`config.mk`:
```
export PLATFORM = sky130hd
export DESIGN_NAME = stg_table
export DESIGN_NICKNAME = d
export VERILOG_FILES = /design/src/hdl/assert_macros.svh /design/src/hdl/stg_pkg.sv /design/src/hdl/stg_table.sv
export SDC_FILE = /design/constraint.sdc
export NUM_CORES = 2
export LEC_CHECK = 0
export BUFFER_PORTS_ARGS = -buffer_cell sky130_fd_sc_hd__buf_2
export CAP_MARGIN = 25
export CORE_ASPECT_RATIO = 0.5
export CORE_MARGIN = 4
export CORE_UTILIZATION = 50
export CTS_CLUSTER_DIAMETER = 200
export CTS_CLUSTER_SIZE = 28
export DETAILED_ROUTE_END_ITERATION = 12
export PLACE_DENSITY = 0.69
export SYNTH_ARGS = -nofsm -noshare
export SYNTH_HDL_FRONTEND = slang
export SYNTH_SLANG_ARGS = --single-unit
```
`constraint.sdc`:
```
create_clock -name clk -period 20.4 [get_ports clk]
set_clock_uncertainty 0.2 [all_clocks]
set_input_delay 3.06 -clock clk [delete_from_list [all_inputs] [get_ports clk]]
set_output_delay 3.06 -clock clk [all_outputs]
set_load 0.03 [all_outputs]
```
`src/hdl/assert_macros.svh`:
```
// assertion macros shared by the session table rtl
// every macro samples on clk and is held off while arst_n is low
`ifndef ASSERT_MACROS_SVH
`define ASSERT_MACROS_SVH

// property that must hold at every clock edge
`define ASSERT_CLK(label, prop, msg) \
	label: assert property (@(posedge clk) disable iff (!arst_n) (prop)) else $error(msg);

// same-cycle implication
`define ASSERT_IMPL(label, ante, cons, msg) \
	label: assert property (@(posedge clk) disable iff (!arst_n) (ante) |-> (cons)) \
		else $error(msg);

// next-cycle implication
`define ASSERT_NEXT(label, ante, cons, msg) \
	label: assert property (@(posedge clk) disable iff (!arst_n) (ante) |=> (cons)) \
		else $error(msg);

`endif

```
`src/hdl/stg_pkg.sv`:
```
// shared types and constants for the session table replay guard
// no dependencies
`timescale 1ns / 1ps

package stg_pkg;

	localparam int unsigned ID_W   = 64;
	localparam int unsigned TIME_W = 63;
	localparam int unsigned SEQ_W  = 32;
	localparam int unsigned LIFE_W = 40;
	localparam int unsigned ACT_W  = 5;
	localparam int unsigned STAT_W = 3;

	localparam longint unsigned SECS_PER_HOUR = 64'd3600;
	localparam longint unsigned TICKS_PER_SEC = 64'd10000000;
	// one hour of 100 ns ticks
	localparam logic [LIFE_W-1:0] LIFETIME_RESET = LIFE_W'(SECS_PER_HOUR * TICKS_PER_SEC);

	typedef enum logic [1:0] {
		OP_CREATE   = 2'd0,
		OP_DESTROY  = 2'd1,
		OP_VALIDATE = 2'd2,
		OP_REVOKE   = 2'd3
	} op_t;

	typedef enum logic [STAT_W-1:0] {
		ST_OK        = 3'd0,
		ST_NOT_FOUND = 3'd1,
		ST_EXPIRED   = 3'd2,
		ST_REPLAY    = 3'd3,
		ST_FULL      = 3'd4
	} status_t;

	typedef enum logic {
		MM_SID,
		MM_PID_LIVE
	} match_mode_t;

	typedef enum logic [3:0] {
		S_IDLE,
		S_PREP,
		S_CREATE,
		S_SCAN,
		S_VCHECK,
		S_REVOKE,
		S_SHIFT_RD,
		S_SHIFT_WR,
		S_DONE
	} fsm_t;

	typedef struct packed {
		logic [ID_W-1:0]   sid;
		logic [ID_W-1:0]   pid;
		logic [TIME_W-1:0] expiry;
		logic [SEQ_W-1:0]  last_seq;
		logic              live;
	} entry_t;

endpackage

```
`src/hdl/stg_table.sv`:
```
// session entry storage: one write port, one registered read port
// depends on stg_pkg for the entry layout
`timescale 1ns / 1ps

module stg_table
	import stg_pkg::*;
#(
	parameter int unsigned DEPTH = 16,
	parameter int unsigned AW    = 4
) (
	input  logic          clk,
	input  logic          rd_en,
	input  logic [AW-1:0] rd_addr,
	output entry_t        rd_data_s1,
	input  logic          wr_en,
	input  logic [AW-1:0] wr_addr,
	input  entry_t        wr_data
);

	entry_t mem_q [DEPTH];

	always_ff @(posedge clk) begin
		if (wr_en) begin
			mem_q[wr_addr] <= wr_data;
		end
	end

	always_ff @(posedge clk) begin
		if (rd_en) begin
			rd_data_s1 <= mem_q[rd_addr];
		end
	end

endmodule

```
==> out/metrics.cfg <==
[run_status]
outcome=finished, final reports clean

[route]
dr.pass1.iters=5
dr_total_vias=64200
antenna_left=0
wl_per_cell_um=32.6
drc_errors=0
wirelength_mm=330
viasPerCell=6.34
drtIter0Drc=7598

[synthesis]
yosysMostFrequentCell=edfxtp_1
synthXorXnorAreaFrac_pct=0
async_flop_share_pct=0
synth_top_cell_by_area=edfxtp_1
yosys.area_share.adder_pct=0
synth_cells=5853
muxShareOfSynthArea_pct=14.5
synth.cells.most_frequent=3808 x edfxtp_1, 833 x mux4_2, 376 x a22oi_1
yosysTopAreaCellShare_pct=80.9
yosys_register_bits=3808
synth_top_family_by_area=multiplexers
post_synth_and_or_nand_nor_area_fraction_pct=0.850
yosysSeqAreaShare_pct=80.9
synth_compound_area_share_pct=2.55
syn_area_per_cell_um2=24.1
yosys_warnings=0
synth.net_count=6088
synth_cell_types=25
synth_ff_type=edfxtp_1
syn_area_um2=141000
synth_edf_count=3808
synthTopCellsByArea=edfxtp_1 81%, mux4_2 13%, a22oi_1 2.0%

[flow_run]
max_cap_viol_count=0

[timing]
hold_violations=0
period_minus_slack_ns=7.33
setup_viol=0
rsz0062_at_grt=no
tightest_slew_ns=1.14
slew-limit-headroom_pct=24.1
setup-tns-final_ns=0
finalMaxSlewViolations=0
fmax_mhz=136
fin_crit_sh_pct=35.9

[place]
port_buffers=458
dp_cells=9890
gp_congestion=0.755
dp_hpwl_mm=174

[clock_tree]
cts_buffers=161
cts-root-buf=clkbuf_16
cts_tree=done
h-tree-depth=4
postCtsResizedCells=0
cts_setup_buffers=0
cts_sinks=3808
hold_buffers=0
clock_latency_ns=0.84
cts_buffer_depth=4
path_clk_slew_ns=0.10

[global_route]
grt_pass1_vias=65400
grt_overflow=0
antenna_found_initial=109
grtUsageTotal_pct=22.4
grt_start_max_net_pins=116
grt_first_pass_wirelength_mm=472

[critical_path]
path_max_fanout=115
crit_top_cell=buf_4
crit_arrival_ns=7.70
worstPathCellList=buf_12 > buf_4 > buf_4 > buf_4 > buf_12 > buf_4 > buf_16 > mux4_2 > a22oi_1 > nand2_1
worstSetupPathType=in -> reg
end_kind=register
worstSetupStartpointType=input port
cp.required_ns=20.77
max_stage_delay_ns=0.80
crit_slowest_cell=buf_4

[layout]
final_cells=10100
final_layout_size_suffix_gt1_share_pct=27.7
syn2layout_area_growth_pct=7.96
nets=6544

[floorplan]
row_count=137
start_util_pct=50.4
coreArea_um2=280000
die_area_um2=292000
die_h_um=384
num_io_pins=459
die_w_um=760

[worst_hold_path]
hold_path_class=reg -> reg

[pwr]
p_leak_nw=47.2
powerDensity_nw_per_um2=87.4
irDropWorstVdd_v=0.0000572

sequential cells by signal (all words and copies together) (netlist names):
register    flops
mem_q        3584
rd_data_s1    224
final timing paths:
kind	start	slack [ns]	end	cells after the start
max	rd_addr[0]	13.07	rd_data_s1[187]	10
min	mem_q[14][222]	0.55	rd_data_s1[222]	3
max reg2reg	mem_q[7][71]	18.47	rd_data_s1[71]	3
min reg2reg	mem_q[14][222]	0.55	rd_data_s1[222]	3
worst max-delay path: cells and delay by family:
kind	cells	cell delay [ns]
simple gates	1	0.12
mux	1	0.53
compound gates	1	0.25
buf+inv	7	3.45
cell usage in the layout (no fill, tap or decap), types with 9 or more instances in the layout:
cell and count:
a22oi_1 376, nand2_1 163, buf_2 453, buf_12 12
o22a_1 9, buf_4 130, a221oi_1 24, edfxtp_1 3808
clkbuf_16 167, diode_2 52, o21ai_0 30, mux4_2 833
mux2i_1 42, o221ai_1 39, nor2b_1 39, nand2b_1 28
nor2_4 13, mux2_2 117
kinds of logic (layout without fill, tap and decap cells):
logic type / after synthesis / in the layout
DFF: 3808 / 3808
muxes: 992 / 992
AOI/OAI and AO/OA: 478 / 478
buffers and inverters: 312 / 773
and+or+nand+nor: 263 / 263
other: 0 / 52
report_power, final:
part / internal [mW] / switching (mW) / total, mW
logic: 0.297 / 0.519 / 0.817
registers: 8.80 / 0.0615 / 8.86
clock network: 1.48 / 2.18 / 3.66
stage by stage:
step / worst slack, ns / total power, mW / util (%) / area (um2) / hold WS, ns
after floorplan: 0.465 / 9.55 / - / 141000 / 0.510
after global placement: 11.43 / 9.83 / 52.8 / 148000 / 0.521
after detailed placement: 11.31 / 9.87 / 52.8 / 148000 / 0.529
after CTS: 12.22 / 13.4 / 54.3 / 152000 / 0.554
after global routing: 12.58 / 13.8 / 54.4 / 152000 / 0.572
final: 13.07 / 13.3 / 54.5 / 153000 / 0.551
metal layers:
| metal | share of wire, % | wire length [um] | vias up | GRT usage, % |
|---|---|---|---|---|
| li1 | - | - | 25800 | - |
| met1 | 37 | 123000 | 35000 | 29.6 |
| met2 | 52 | 173000 | 2833 | 39.0 |
| met3 | 7.3 | 23900 | 527 | 3.02 |
| met4 | 3.1 | 10300 | 10 | 6.99 |
| met5 | 0.023 | 75 | - | 0 |
cell type report:
class | count | area, um2
clock buffer | 167 | 4180
antenna | 52 | 130
sequential | 3808 | 114000
clock inverter | 1 | 8.76
multi-input combinational | 1733 | 25500
timing repair buffer | 605 | 3720
fill | 20400 | 128000
tap | 3753 | 4700
Power figures use the tool's default switching activity.
