$ cat src/hdl/assert_macros.svh
// assertion macros shared by the session table rtl
// every macro samples on clk and is held off while arst_n is low
`ifndef ASSERT_MACROS_SVH
`define ASSERT_MACROS_SVH

// property that must hold at every clock edge
`define ASSERT_CLK(label, prop, msg) \
	label: assert property (@(posedge clk) disable iff (!arst_n) (prop)) else $error(msg);

// same-cycle implication
`define ASSERT_IMPL(label, ante, cons, msg) \
	label: assert property (@(posedge clk) disable iff (!arst_n) (ante) |-> (cons)) \
		else $error(msg);

// next-cycle implication
`define ASSERT_NEXT(label, ante, cons, msg) \
	label: assert property (@(posedge clk) disable iff (!arst_n) (ante) |=> (cons)) \
		else $error(msg);

`endif

$ cat src/hdl/stg_pkg.sv
// shared types and constants for the session table replay guard
// no dependencies
`timescale 1ns / 1ps

package stg_pkg;

	localparam int unsigned ID_W   = 64;
	localparam int unsigned TIME_W = 63;
	localparam int unsigned SEQ_W  = 32;
	localparam int unsigned LIFE_W = 40;
	localparam int unsigned ACT_W  = 5;
	localparam int unsigned STAT_W = 3;

	localparam longint unsigned SECS_PER_HOUR = 64'd3600;
	localparam longint unsigned TICKS_PER_SEC = 64'd10000000;
	// one hour of 100 ns ticks
	localparam logic [LIFE_W-1:0] LIFETIME_RESET = LIFE_W'(SECS_PER_HOUR * TICKS_PER_SEC);

	typedef enum logic [1:0] {
		OP_CREATE   = 2'd0,
		OP_DESTROY  = 2'd1,
		OP_VALIDATE = 2'd2,
		OP_REVOKE   = 2'd3
	} op_t;

	typedef enum logic [STAT_W-1:0] {
		ST_OK        = 3'd0,
		ST_NOT_FOUND = 3'd1,
		ST_EXPIRED   = 3'd2,
		ST_REPLAY    = 3'd3,
		ST_FULL      = 3'd4
	} status_t;

	typedef enum logic {
		MM_SID,
		MM_PID_LIVE
	} match_mode_t;

	typedef enum logic [3:0] {
		S_IDLE,
		S_PREP,
		S_CREATE,
		S_SCAN,
		S_VCHECK,
		S_REVOKE,
		S_SHIFT_RD,
		S_SHIFT_WR,
		S_DONE
	} fsm_t;

	typedef struct packed {
		logic [ID_W-1:0]   sid;
		logic [ID_W-1:0]   pid;
		logic [TIME_W-1:0] expiry;
		logic [SEQ_W-1:0]  last_seq;
		logic              live;
	} entry_t;

endpackage

$ cat src/hdl/stg_match.sv
// entry compare unit shared by the destroy, validate and revoke table scans
// depends on stg_pkg for the entry layout and match modes
`timescale 1ns / 1ps

module stg_match
	import stg_pkg::*;
(
	input  match_mode_t     mode,
	input  logic [ID_W-1:0] key,
	input  entry_t          ent,
	output logic            hit
);

	always_comb begin
		case (mode)
			MM_SID:      hit = (ent.sid == key);
			MM_PID_LIVE: hit = (ent.pid == key) && ent.live;
			default:     hit = 1'b0;
		endcase
	end

endmodule

$ cat config.mk
export PLATFORM = sky130hd
export DESIGN_NAME = stg_match
export DESIGN_NICKNAME = d
export VERILOG_FILES = /design/src/hdl/assert_macros.svh /design/src/hdl/stg_pkg.sv /design/src/hdl/stg_match.sv
export SDC_FILE = /design/constraint.sdc
export NUM_CORES = 1
export LEC_CHECK = 0
export BUFFER_PORTS_ARGS = -buffer_cell sky130_fd_sc_hd__buf_4
export CORE_AREA = 2 2 112 114
export DETAILED_ROUTE_END_ITERATION = 8
export DIE_AREA = 0 0 114 116
export GPL_ROUTABILITY_DRIVEN = 1
export PLACE_DENSITY = 0.41
export SETUP_SLACK_MARGIN = 0.3
export SKIP_LAST_GASP = 1
export SLEW_MARGIN = 0
export SYNTH_ARGS = -nofsm -noshare
export SYNTH_HDL_FRONTEND = slang
export SYNTH_SLANG_ARGS = --single-unit
$ cat constraint.sdc
create_clock -name vclk -period 2.8
set_clock_uncertainty 0.05 [all_clocks]
set_input_delay 0.56 -clock vclk [all_inputs]
set_output_delay 0.56 -clock vclk [all_outputs]
set_load 0.02 [all_outputs]
==> summary.md <==
| Metric | Value |
|---|---|
| Final worst-path cycle share | `0.994` |
| Pleak | `1.51 nW` |
| Slowest stage cell, crit path | `nor4_4` |
| Site Rows | `40` |
| Unrepaired setup endpoints after global routing | `yes` |
| DR iter-0 viols | `23` |
| Overall Global Routing Usage | `0.121` |
| Final setup vio count | `0` |
| Largest net degree at the start of global routing | `5` |
| Worst-path fanout max | `1` |
| Setup Fix Bufs, Post-CTS | `0` |
| Worst Hold Depth | `6` |
| Status | `complete, no violations` |
| RD Place Congestion | `~0.81` |
| # diodes | `0` |
| Commonest cells in the netlist | `xnor2_1, nand4_1, inv_1` |
| Core area | `approximately 12000 sq um` |
| Tmin final | `2780 ps` |
| Final instance area | `around 3300 sq um` |
| Final sequential cell count | `0` |
| GR Overflow Total | `0` |
| Top cells by area, synth | `xnor2_1, nand4_1, xor2_1` |
| Routed wire length | `8.73 mm` |
| Library cells used by synthesis | `22` |
| Max-Cap Viols | `0` |
| Post-DP HPWL | `between 8 and 9 mm` |
| Peak supply drop | `about 0.057 mV` |
| Critical Setup Path Class | `in2out` |
| Mapped cell area | `1480 sq um` |
| FILL cells | `1323` |
| Worst Hold Class | `in2out` |
| Port Buf Inserts | `195` |
| Cell Pwr Density | `between 100 and 150 nW/um^2` |
| Layout cells sized above 1 | `0.540` |
| CP endpoint kind | `output pin` |
| CP arrival | `about 2200 ps` |
| Slew Limit Fails | `0` |
| Critical Path Max Stage Delay | `roughly 340 ps` |
| Worst-Margin Slew | `511 ps` |
| Final Total Pwr | `0.497 mW` |
| Leading area contributor after synthesis | `xnor2_1` |
| Vias per inst | `3.99` |
| Initial antenna violation count | `0` |
| Boundary Pins | `between 200 and 300` |
| CP startpoint kind | `input port` |
| Hold_sp | `ent[140]` |
| Die footprint | `13200 sq um` |
| Multi-input logic area | `1490 sq um` |
| Syn_nets | `486` |
| Sequential fraction of the synthesis area | `0` |
| Register area | `0 sq um` |
| Syn_area_per_cell | `7.49 sq um` |
| Fmax | `0.359 GHz` |
| Die width | `around 110 microns` |
| Cell Area, Placed | `3210 sq um` |
| Area Overhead vs Synth | `125%` |
| Worst slew margin | `0.656` |
| Initial Util | `0.124` |
| Sink of the worst hold path | `hit` |
| First-pass GRT wire length | `12.2 mm` |
| DR vias | `2200` |
| Critical Path, Cell by Cell | `buf_4 > xnor2_2 > nand4_1 > nor4_4 > buf_4 > nand4_1 > nor4_1 > a41o_1 > buf_6` |
| Cell with the most instances after synthesis | `xnor2_1` |
| Yosys Warn Count | `0` |
| Number of global-route vias before repair | `2285` |
| CLK BUF | `0` |
| Synth Instances | `197` |
| Post-detailed-route wirelength per cell | `about 16 microns` |
| Nets@finish | `695` |
| DRT Pass-1 Iters | `5` |
| Final hold vios | `0` |
| WHS | `1660 ps` |
| WP data required | `2190 ps` |
| Number of remaining DRC errors | `0` |
| Routed Antenna Nets | `0` |
| Die height | `roughly 120 microns` |
| Synth top area share | `0.522` |
-- critical path, delay by kind of cell --
family                 cells  cell delay (ps)
XOR/XNOR                   1              140
buffers and inverters      3              390
AND/OR/NAND/NOR            4              920
AO/OA/AOI/OAI              1              140
-- kinds of logic after synthesis --
group | synth area share
xor+xnor | 0.617
simple gates | 0.187
compound gates | 0.142
buf+inv | 0.0534
-- report_power, final --
group	internal, mW	leakage, nW	switching [mW]	total, mW
clock network	0	0	0	0
registers	0	0	0	0
logic	0.310	1.51	0.187	0.497
-- final cells by class --
class              instances  area share
inverters                 21      0.0238
repair buffers           207       0.470
multi-input cells        176       0.451
well taps                147      0.0555
-- worst max path at each step --
stage,startpoint,end,slack (ps),cells after the start
floorplan,ent[222],hit,480,6
global placement,ent[204],hit,-140,9
detailed placement,ent[204],hit,-100,9
CTS,ent[214],hit,7,9
global route,ent[203],hit,-130,9
finish,ent[203],hit,20,9
-- layer usage --
metal / up-vias / track usage / routed length (microns)
met1: 958 / 0.161 / 3690
met3: 2 / 0.0235 / 746
met4: 0 / 0.00650 / 54
li1: 1117 / - / -
met5: - / 0 / 0
met2: 123 / 0.215 / 4240
-- repair_timing --
| action | 4_1_cts | 5_1_grt |
|---|---|---|
| pin swaps | 3 | 3 |
| cloned | 0 | 0 |
| endpoints found under the setup margin | 1 | 1 |
| resized for setup | 7 | 6 |
| hold buffers | 0 | 0 |
-- placed cells by master, fill, tap and decap left out --
| master | Yosys | layout |
|---|---|---|
| buf_4 | 0 | 206 |
| xnor2_1 | 88 | 81 |
| nand4_1 | 24 | 24 |
| inv_1 | 21 | 21 |
| xor2_1 | 14 | 14 |
| nor4_1 | 12 | 10 |
| o22ai_1 | 9 | 9 |
| a22o_1 | 7 | 7 |
| xnor2_2 | 1 | 7 |
| nand2b_1 | 4 | 4 |
| nor2_1 | 2 | 2 |
| a22oi_1 | 2 | 2 |
| nor3_1 | 2 | 2 |
| o2111ai_1 | 2 | 2 |
| a21oi_1 | 1 | 1 |
| o211ai_1 | 1 | 1 |
| o2bb2ai_1 | 1 | 1 |
| a2111oi_4 | 0 | 1 |
| xnor2_4 | 0 | 1 |
| nor4_4 | 0 | 1 |
| nor4_2 | 0 | 1 |
| nand2_1 | 1 | 1 |
| o21ai_0 | 1 | 1 |
| a2111oi_0 | 1 | 1 |
| nand3_1 | 1 | 1 |
| a41o_1 | 1 | 1 |
| buf_6 | 0 | 1 |
-- through the flow --
step                 util  std cells  TNS (ps)  setup slack (ps)
floorplan               -        197         0               484
global placement    0.270        551      -144              -144
detailed placement  0.270        551      -103              -103
CTS                 0.275        551         0              6.78
global route        0.278        551      -134              -134
finish              0.278        551         0              15.7
No activity file was read; power rests on OpenSTA's default activity.
